**config.mk**
```make
export PLATFORM = sky130hd
export DESIGN_NAME = qhd_front
export DESIGN_NICKNAME = d
export VERILOG_FILES = /design/src/hdl/qhd_pkg.sv /design/src/hdl/qhd_front.sv
export SDC_FILE = /design/constraint.sdc
export NUM_CORES = 1
export LEC_CHECK = 0
export BUFFER_PORTS_ARGS = -buffer_cell sky130_fd_sc_hd__buf_2
export CORE_MARGIN = 2
export CORE_UTILIZATION = 54
export CTS_BUF_LIST = sky130_fd_sc_hd__clkbuf_8
export DETAILED_ROUTE_END_ITERATION = 12
export PLACE_DENSITY = 0.82
export SYNTH_ARGS = -nofsm -noshare
export SYNTH_HDL_FRONTEND = slang
export SYNTH_SLANG_ARGS = --single-unit
```
**constraint.sdc**
```tcl
create_clock -name i_clk -period 7.5 [get_ports i_clk]
set_input_delay 0 -clock i_clk [delete_from_list [all_inputs] [get_ports i_clk]]
set_output_delay 0 -clock i_clk [all_outputs]
set_load 0.02 [all_outputs]
```
**src/hdl/qhd_pkg.sv**
```systemverilog
// Package for the quaternion heading delta block.
// Holds CORDIC angle table, angle constants, status codes and shared types.
// No dependencies.
package qhd_pkg;

    localparam int CORDIC_STEPS = 16;
    localparam int TABLE_LEN    = 24;
    localparam int N_STEPS      = (CORDIC_STEPS < TABLE_LEN) ? CORDIC_STEPS : TABLE_LEN;

    // operand width: |num|,|den| at most 2^32 for any 16-bit pattern; CORDIC gain < 1.65
    localparam int VW = 36;
    localparam int AW = 26;
    localparam int DW = 27;

    localparam logic signed [AW-1:0] ANG_HALF_PI = AW'(1647099);
    localparam logic signed [DW-1:0] ANG_PI      = DW'(3294199);
    localparam logic signed [DW-1:0] ANG_TWO_PI  = DW'(6588397);
    localparam logic signed [15:0]   OUT_LIMIT   = 16'sd25736;

    typedef enum logic [1:0] {
        ST_OK        = 2'd0,
        ST_NO_GOAL   = 2'd1,
        ST_NO_POSE   = 2'd2,
        ST_UNUSED    = 2'd3
    } t_status;

    typedef struct packed {
        logic signed [VW-1:0] x;
        logic signed [VW-1:0] y;
        logic signed [AW-1:0] z;
    } t_vec;

    typedef struct packed {
        t_status              status;
        logic signed [15:0]   gw, gx, gy, gz, cw, cx, cy, cz;
    } t_job;

    function automatic logic signed [AW-1:0] atan_tab(input int i);
        logic signed [AW-1:0] r;
        case (i)
            0: r = AW'(823550);   1: r = AW'(486170);   2: r = AW'(256879);
            3: r = AW'(130396);   4: r = AW'(65451);    5: r = AW'(32757);
            6: r = AW'(16383);    7: r = AW'(8192);     8: r = AW'(4096);
            9: r = AW'(2048);    10: r = AW'(1024);    11: r = AW'(512);
            12: r = AW'(256);    13: r = AW'(128);     14: r = AW'(64);
            15: r = AW'(32);     16: r = AW'(16);      17: r = AW'(8);
            18: r = AW'(4);      19: r = AW'(2);       20: r = AW'(1);
            default: r = '0;
        endcase
        return r;
    endfunction

    function automatic int atan_sum();
        int s;
        s = 0;
        for (int i = 0; i < N_STEPS; i++) s += int'(atan_tab(i));
        return s;
    endfunction

    // angle gathered by a zero vector, which always rotates the positive way
    localparam logic signed [AW-1:0] ATAN_SUM = AW'(atan_sum());

endpackage

```
**src/hdl/qhd_front.sv**
```systemverilog
// Front end: accepts transfers, classifies presence, queues jobs (2-entry skid FIFO).
// Depends on qhd_pkg.
module qhd_front import qhd_pkg::*; (
    input  logic        i_clk,
    input  logic        i_rst_n,
    input  logic        i_valid,
    output logic        o_ready,
    input  logic        i_goal_present,
    input  logic        i_pose_present,
    input  logic signed [15:0] i_gw, i_gx, i_gy, i_gz, i_cw, i_cx, i_cy, i_cz,
    output logic        o_job_valid,
    input  logic        i_job_ready,
    output t_job        o_job
);
    t_job       r_q [2];
    logic       r_rd, r_wr;
    logic [1:0] r_cnt;
    t_job       n_job;
    logic       push, pop;

    always_comb begin
        n_job.gw = i_gw; n_job.gx = i_gx; n_job.gy = i_gy; n_job.gz = i_gz;
        n_job.cw = i_cw; n_job.cx = i_cx; n_job.cy = i_cy; n_job.cz = i_cz;
        if (!i_goal_present)      n_job.status = ST_NO_GOAL;
        else if (!i_pose_present) n_job.status = ST_NO_POSE;
        else                      n_job.status = ST_OK;
    end

    assign o_ready     = (r_cnt != 2'd2);
    assign o_job_valid = (r_cnt != 2'd0);
    assign o_job       = r_q[r_rd];
    assign push        = i_valid && o_ready;
    assign pop         = o_job_valid && i_job_ready;

    always_ff @(posedge i_clk) begin
        if (push) r_q[r_wr] <= n_job;
        if (!i_rst_n) begin
            r_rd <= 1'b0; r_wr <= 1'b0; r_cnt <= 2'd0;
        end else begin
            if (push) r_wr <= ~r_wr;
            if (pop)  r_rd <= ~r_rd;
            r_cnt <= r_cnt + 2'(push) - 2'(pop);
        end
    end
endmodule

```
Word-level counts from Yosys, hierarchy flattened:

Memory sizes are Yosys's and may differ from the RTL's. A register that Yosys moved wholly into a read port is not among the register bits.
Cells that the tools add are included.

* bits in registers: 4
* RAM bits: 260
* input bits: 134
* output and inout port bits: 132
* word-level logic and storage cells: 18
* memories: 1

* add/sub/neg operators: 2
* eq/ne operators: 1
* multiplexer cells: 6
* bitwise gates (word level): 2
* reduce and logical (&&, ||, !) cells: 3

Memory list
* r_q: depth 2, bits a word 130, rd ports 1, clocked after memory_dff 1, wr ports 1, line qhd_front.sv:15 `t_job r_q [2];`

Operators with widths (number)
* 1-bit 2-to-1 mux: 4
* 2-bit 2-to-1 mux: 2
* 2-bit by 1-bit adder with 2-bit output: 1
* 1-bit logical AND: 2
* 2-bit != test, second input constant: 1
* 1-bit inverter: 2
* 2-bit nonzero test: 1
* 2-bit by 1-bit subtractor with 2-bit output: 1

Depth between registers and ports, before layout:

Gate-level depths: netlist of run 1.

* depth in word-level cells: 4
* depth in mapped cells: 8
* mapped depth without buffers: 8

Worst setup path before layout of run 1:

No wires, ideal clock.

* kind: flip-flop to flip-flop
* start point: register r_cnt[0]
* end point: memory r_q[0][0] (netlist name) (enable)
* library setup time: 0.621 ns
* data arrival time: 6.157 ns
* required time: 6.879 ns
* setup slack: 0.722 ns
* cell stages (with the launch flop): 4
* path buffers: 0
* period minus slack after synthesis: 6.778 ns
* cells stage by stage: dfxtp_1 nand2b_1 nand2_1 nor2_1

* word-level cells in the longest chain between the ends: 4

Ends and longest elaborated chain
* start, declared: line qhd_front.sv:17 `logic [1:0] r_cnt;`
* start signal, assigned: line qhd_front.sv:42 `r_cnt <= r_cnt + 2'(push) - 2'(pop);`
* 2-bit != test: line qhd_front.sv:29 `assign o_ready = (r_cnt != 2'd2);`
* net o_ready: line qhd_front.sv:7 `output logic o_ready,`
* 1-bit logical AND: line qhd_front.sv:32 `assign push = i_valid && o_ready;`
* 1-bit 2-to-1 mux: line qhd_front.sv:36 `if (push) r_q[r_wr] <= n_job;`
* 1-bit 2-to-1 mux (not written as such): line qhd_front.sv:36
* end, declared: line qhd_front.sv:15

The timed path passes the listed nets, and every way through them passes these cells.

==> metrics.cfg, run 1 <==
[status]
outcome = finished, final reports clean

[critical_path]
cp-start-kind = flop
cp_max_fo = 86
worstPathArrival_ns = 2.86
worst-setup-path-type = flop to output pin
crit_path_end_kind = output pin
reg2reg_from = r_cnt[0]
required_ns = 7.50

[worst_hold_path]
hp-class = primary input to flop
min_from = i_cz[15]

[clock_tree]
cts.sink_count = 265
root_buffer = clkbuf_8
h-tree-depth = 2
cts.clk_slew.worst_paths_ns = 0.06
numCtsBuffers = 41
clock_path_buffers = 3
cts-resized-gates = 0
cts_tree = yes
clkLatencyLatePin_ns = 0.52
hold_buffers = 135
cts_setup_buffers = 0

[power_and_ir_drop]
power_density_nw_per_um2 = 311
power_mw = 4.12
p_leak_nw = 5.07
peakVddDrop_mv = 0.273

[cells_and_area]
nFillCells = 953
fin_area_um2 = 13200
diodes = 0
fin_nets = 999
finish.utilization_pct = 76.2
drive_gt1_share_pct = 51.2
final_cell_mix = buf_2, edfxtp_1, dlygate4sd3_1, mux2_2, clkbuf_8
layout_commonest_cell = buf_2
area_delta_synth_final_pct = 37.1
seq_area_um2 = 7910
multi_input_area_um2 = 1610

[logic_synthesis]
ys_types = 18
synthesis.nets = 566
syn_inst = 430
ys_seq_area_share_pct = 82.0
ys_ff_latch = 265
syn-cell-area_um2 = 9650
synth.avg_cell_area_um2 = 22.4
yosys_warnings = 0

[drt]
num_vias = 5644
post_drt_via_cell_ratio = 5.07
wl_per_cell_um = 19.0
ant_nets = 0
drt_iter0_markers = 261
firstDrtPassIters = 4
wl_um = 21200
drc = 0

[global_routing]
grt.total_usage_pct = 21.7
grt_max_degree = 87
overflow = 0
grt_pass1_wl_um = 30600
grt_antenna_before_repair = 0
grt_pass1_vias = 6039

[timing]
rsz0062_at_grt = no
max-slew-margin-rel_pct = 25.5
setup-violations-final = 0
post-route-period-util_pct = 38.2
period_needed_ns = 2.86
finalHoldViolations = 0
clock_skew_ns = 0.0136
fmax_mhz = 349
drv_slew = 0
setup-tns-final_ns = 0
worst_slew_pin_slew_ns = 1.12

[floorplanning]
initial_core_util_pct = 55.6
io_pins = 266
die_x_um = 138
die_h_um = 138
row_count = 48
coreArea_um2 = 17400
die-area_um2 = 19000

[job]
maxCapViolCount = 0

[placement]
gp_congestion = 0.792
place.port_buffers = 265
hpwl_um = 12000
placed_area_um2 = 11200

==> synthesized netlist by cell type (all sizes together) <==
| cell type | n | share of area (%) |
|---|---|---|
| mux2 | 130 | 15 |
| nor2 | 2 | 0.078 |
| xnor2 | 3 | 0.27 |
| edfxtp | 260 | 81 |
| nand2 | 2 | 0.078 |
| or2 | 1 | 0.065 |
| nor2b | 2 | 0.13 |
| inv | 2 | 0.078 |
| o21a | 1 | 0.078 |
| ha | 2 | 0.26 |
| dfxtp | 5 | 1.0 |
| and2 | 2 | 0.13 |
| and3 | 1 | 0.065 |
| buf | 14 | 1.4 |
| nand2b | 2 | 0.13 |
| mux2i | 1 | 0.10 |
==> cells by family after synthesis <==
family | Yosys count | share of synthesized area [%]
fa+ha+maj | 2 | 0.259
mux | 131 | 15.3
compound gates | 1 | 0.0778
flops | 265 | 82.0
xor+xnor | 3 | 0.272
simple gates | 12 | 0.674
buf+inv | 16 | 1.48
==> power by group <==
| part | total (mW) | internal [mW] | switching, mW |
|---|---|---|---|
| logic | 1.12 | 0.462 | 0.659 |
| clock network | 1.05 | 0.537 | 0.515 |
| registers | 1.95 | 1.86 | 0.0801 |
==> routing by layer <==
layer | up-vias | global-route usage [%] | share of wire (%)
li1 | 2571 | - | -
met1 | 2751 | 23.8 | 37
met2 | 260 | 40.2 | 53
met3 | 62 | 5.92 | 7.3
met4 | 0 | 7.73 | 2.9
met5 | - | 0 | 0
==> path summary, 6_finish.rpt <==
check                           cells past startpoint  slack, ns          to
worst min-delay path                                2       0.20  r_q[1][15]
worst max-delay path                                3       4.64   o_job[93]
worst max register to register                      3       4.87  r_q[1][43]
worst min register to register                      2       0.54        r_wr
==> metrics by stage <==
stage,hold slack [ns],instances,setup WS (ns)
6_report,0.201,1113,4.64
5_1_grt,0.187,1113,4.47
4_1_cts,0.164,1113,4.57
3_5_place_dp,0.191,910,4.86
3_3_place_gp,0.187,910,4.98
2_1_floorplan,0.0989,430,0.722
==> critical path: stages (launching register included) <==
cell	delay (ns)
dfxtp_4	0.72
buf_4	0.91
mux2_2	0.44
buf_2	0.16
==> layout make-up <==
| class | instances | area share [%] |
|---|---|---|
| timing repair buffer | 404 | 20.5 |
| clock buffer | 44 | 4.58 |
| inverter | 2 | 0.0568 |
| clock inverter | 24 | 0.776 |
| sequential | 265 | 59.8 |
| multi-input combinational | 149 | 12.2 |
| tap | 225 | 2.13 |
==> state kept, by name, indices dropped and copies added (netlist names), named ones only <==
| signal | flops |
|---|---|
| r_cnt | 2 |
| r_q | 260 |
| r_rd | 1 |
| r_wr | 1 |
(Power assumes the default switching activity.)
==> inputs of run 2 (changes only) <==
- CORE_UTILIZATION: 54 -> 49
- PLACE_DENSITY: 0.82 -> 0.78
- clock period: 7.5 -> 2.4 ns (I/O delays scaled with it)
==> metrics.cfg, run 2 (synthesis gave the netlist of run 1 again) <==
[clock_tree]
clkLatencyLatePin_ns = 0.52
cts.sink_count = 265
root_buffer = clkbuf_8
cts.clk_slew.worst_paths_ns = 0.06
cts_tree = yes
cts_setup_buffers = 0
clock_path_buffers = 3
h-tree-depth = 2
numCtsBuffers = 41

[floorplanning]
io_pins = 266
die_x_um = 144
die_h_um = 144
initial_core_util_pct = 49.7
row_count = 51
die-area_um2 = 20800
coreArea_um2 = 19400

[global_routing]
overflow = 0
grt_max_degree = 71
grt.total_usage_pct = 19.3
grt_pass1_vias = 6061
grt_antenna_before_repair = 3
grt_pass1_wl_um = 30600

[placement]
place_ws_ns = 0.695
hpwl_um = 12000
gp_congestion = 0.795
place.port_buffers = 265

[drt]
wl_per_cell_um = 18.1
drc = 0
ant_nets = 0
firstDrtPassIters = 6
wl_um = 20900
drt_iter0_markers = 228
post_drt_via_cell_ratio = 4.81
num_vias = 5574

[critical_path]
crit_path_end_kind = output pin
crit_end = o_job[49]
reg2reg_slack_ns = 0.69
ff2ff_path_depth = 7
reg2reg_from = r_cnt[1]
worst-setup-path-type = flop to output pin
r2r_end = r_cnt[1]
cp-start-kind = flop
cp_max_fo = 70
worstPathArrival_ns = 1.84
required_ns = 2.40

[cells_and_area]
fin_nets = 1000
final_cell_mix = buf_2, edfxtp_1, dlygate4sd3_1, mux2_2, clkbuf_8
layout_commonest_cell = buf_2
drive_gt1_share_pct = 51.1
largest_reg_flops = 260
area_delta_synth_final_pct = 39.2
reg_top3 = r_q x260, r_cnt x2
top_register = r_q

[status]
outcome = finished, final reports clean

[power_and_ir_drop]
peakVddDrop_mv = 0.662
p_leak_nw = 5.11
power_density_nw_per_um2 = 980

[timing]
clock_skew_ns = 0.0199
rsz0062_at_grt = no
drv_slew = 0
worst_slew_pin_slew_ns = 0.413
period_needed_ns = 1.84
finalHoldViolations = 0
max-slew-margin-rel_pct = 72.5
post-route-period-util_pct = 76.8
fin_ws_ns = 0.556
setup-violations-final = 0
setup-tns-final_ns = 0
fmax_mhz = 542

[worst_hold_path]
min_from = i_gy[2]
hp-class = primary input to flop

[job]
maxCapViolCount = 0

run 2: timing repair:
item / CTS / global route
endpoints found under the hold margin: 265 / 0
hold buffers: 134 / 0
resized for setup: 0 / 0
run 2: layer usage:
metal  GRT usage [%]  routed length [um]  vias to the layer above
met5               0                   9                        -
li1                -                   -                     2584
met2            34.8               11200                      219
met3            6.56                1620                       38
met4            6.69                 436                        2
met1            21.3                7650                     2731
run 2: area by class of cell:
type                            count  area, um^2
Antenna cell                        2        5.00
Clock buffer                       44         606
Clock inverter                     27         156
Fill cell                        1260        5970
Inverter                            2        7.51
Multi-Input combinational cell    149        1630
Sequential cell                   265        7910
Tap cell                          265         332
Timing Repair Buffer              405        2790
run 2: how the worst min path moves through the flow:
stage          cells after the start  slack, ns          to
2_1_floorplan                      0        0.1   r_q[0][0]
3_3_place_gp                       1       0.19   r_q[0][5]
3_5_place_dp                       1       0.19  r_q[1][46]
4_1_cts                            2       0.16   r_q[0][3]
5_1_grt                            2       0.17  r_q[0][82]
6_report                           2       0.20  r_q[1][82]
run 2: where the power goes:
| group | switching, mW | total, mW | internal, mW |
|---|---|---|---|
| Combinational | 2.15 | 3.66 | 1.52 |
| Sequential | 0.168 | 5.98 | 5.82 |
| Clock | 1.62 | 3.52 | 1.89 |
run 2: through the flow:
stage | power, mW | utilization [%] | instances | cell area [um^2] | hold slack, ns
floorplan | 8.46 | - | 430 | 9670 | 0.0989
detailed placement | 9.54 | 58.4 | 952 | 11300 | 0.191
CTS | 13.2 | 69.2 | 1157 | 13400 | 0.165
global route | 13.7 | 69.2 | 1158 | 13400 | 0.172
finish | 13.2 | 69.2 | 1159 | 13400 | 0.205
global placement | 9.41 | 58.4 | 952 | 11300 | 0.188
run 2: worst max-delay path, stage by stage, from the launching register on:
cell     delay (ns)
dfxtp_4        0.37
buf_12         0.31
mux2_2         0.41
buf_2          0.16
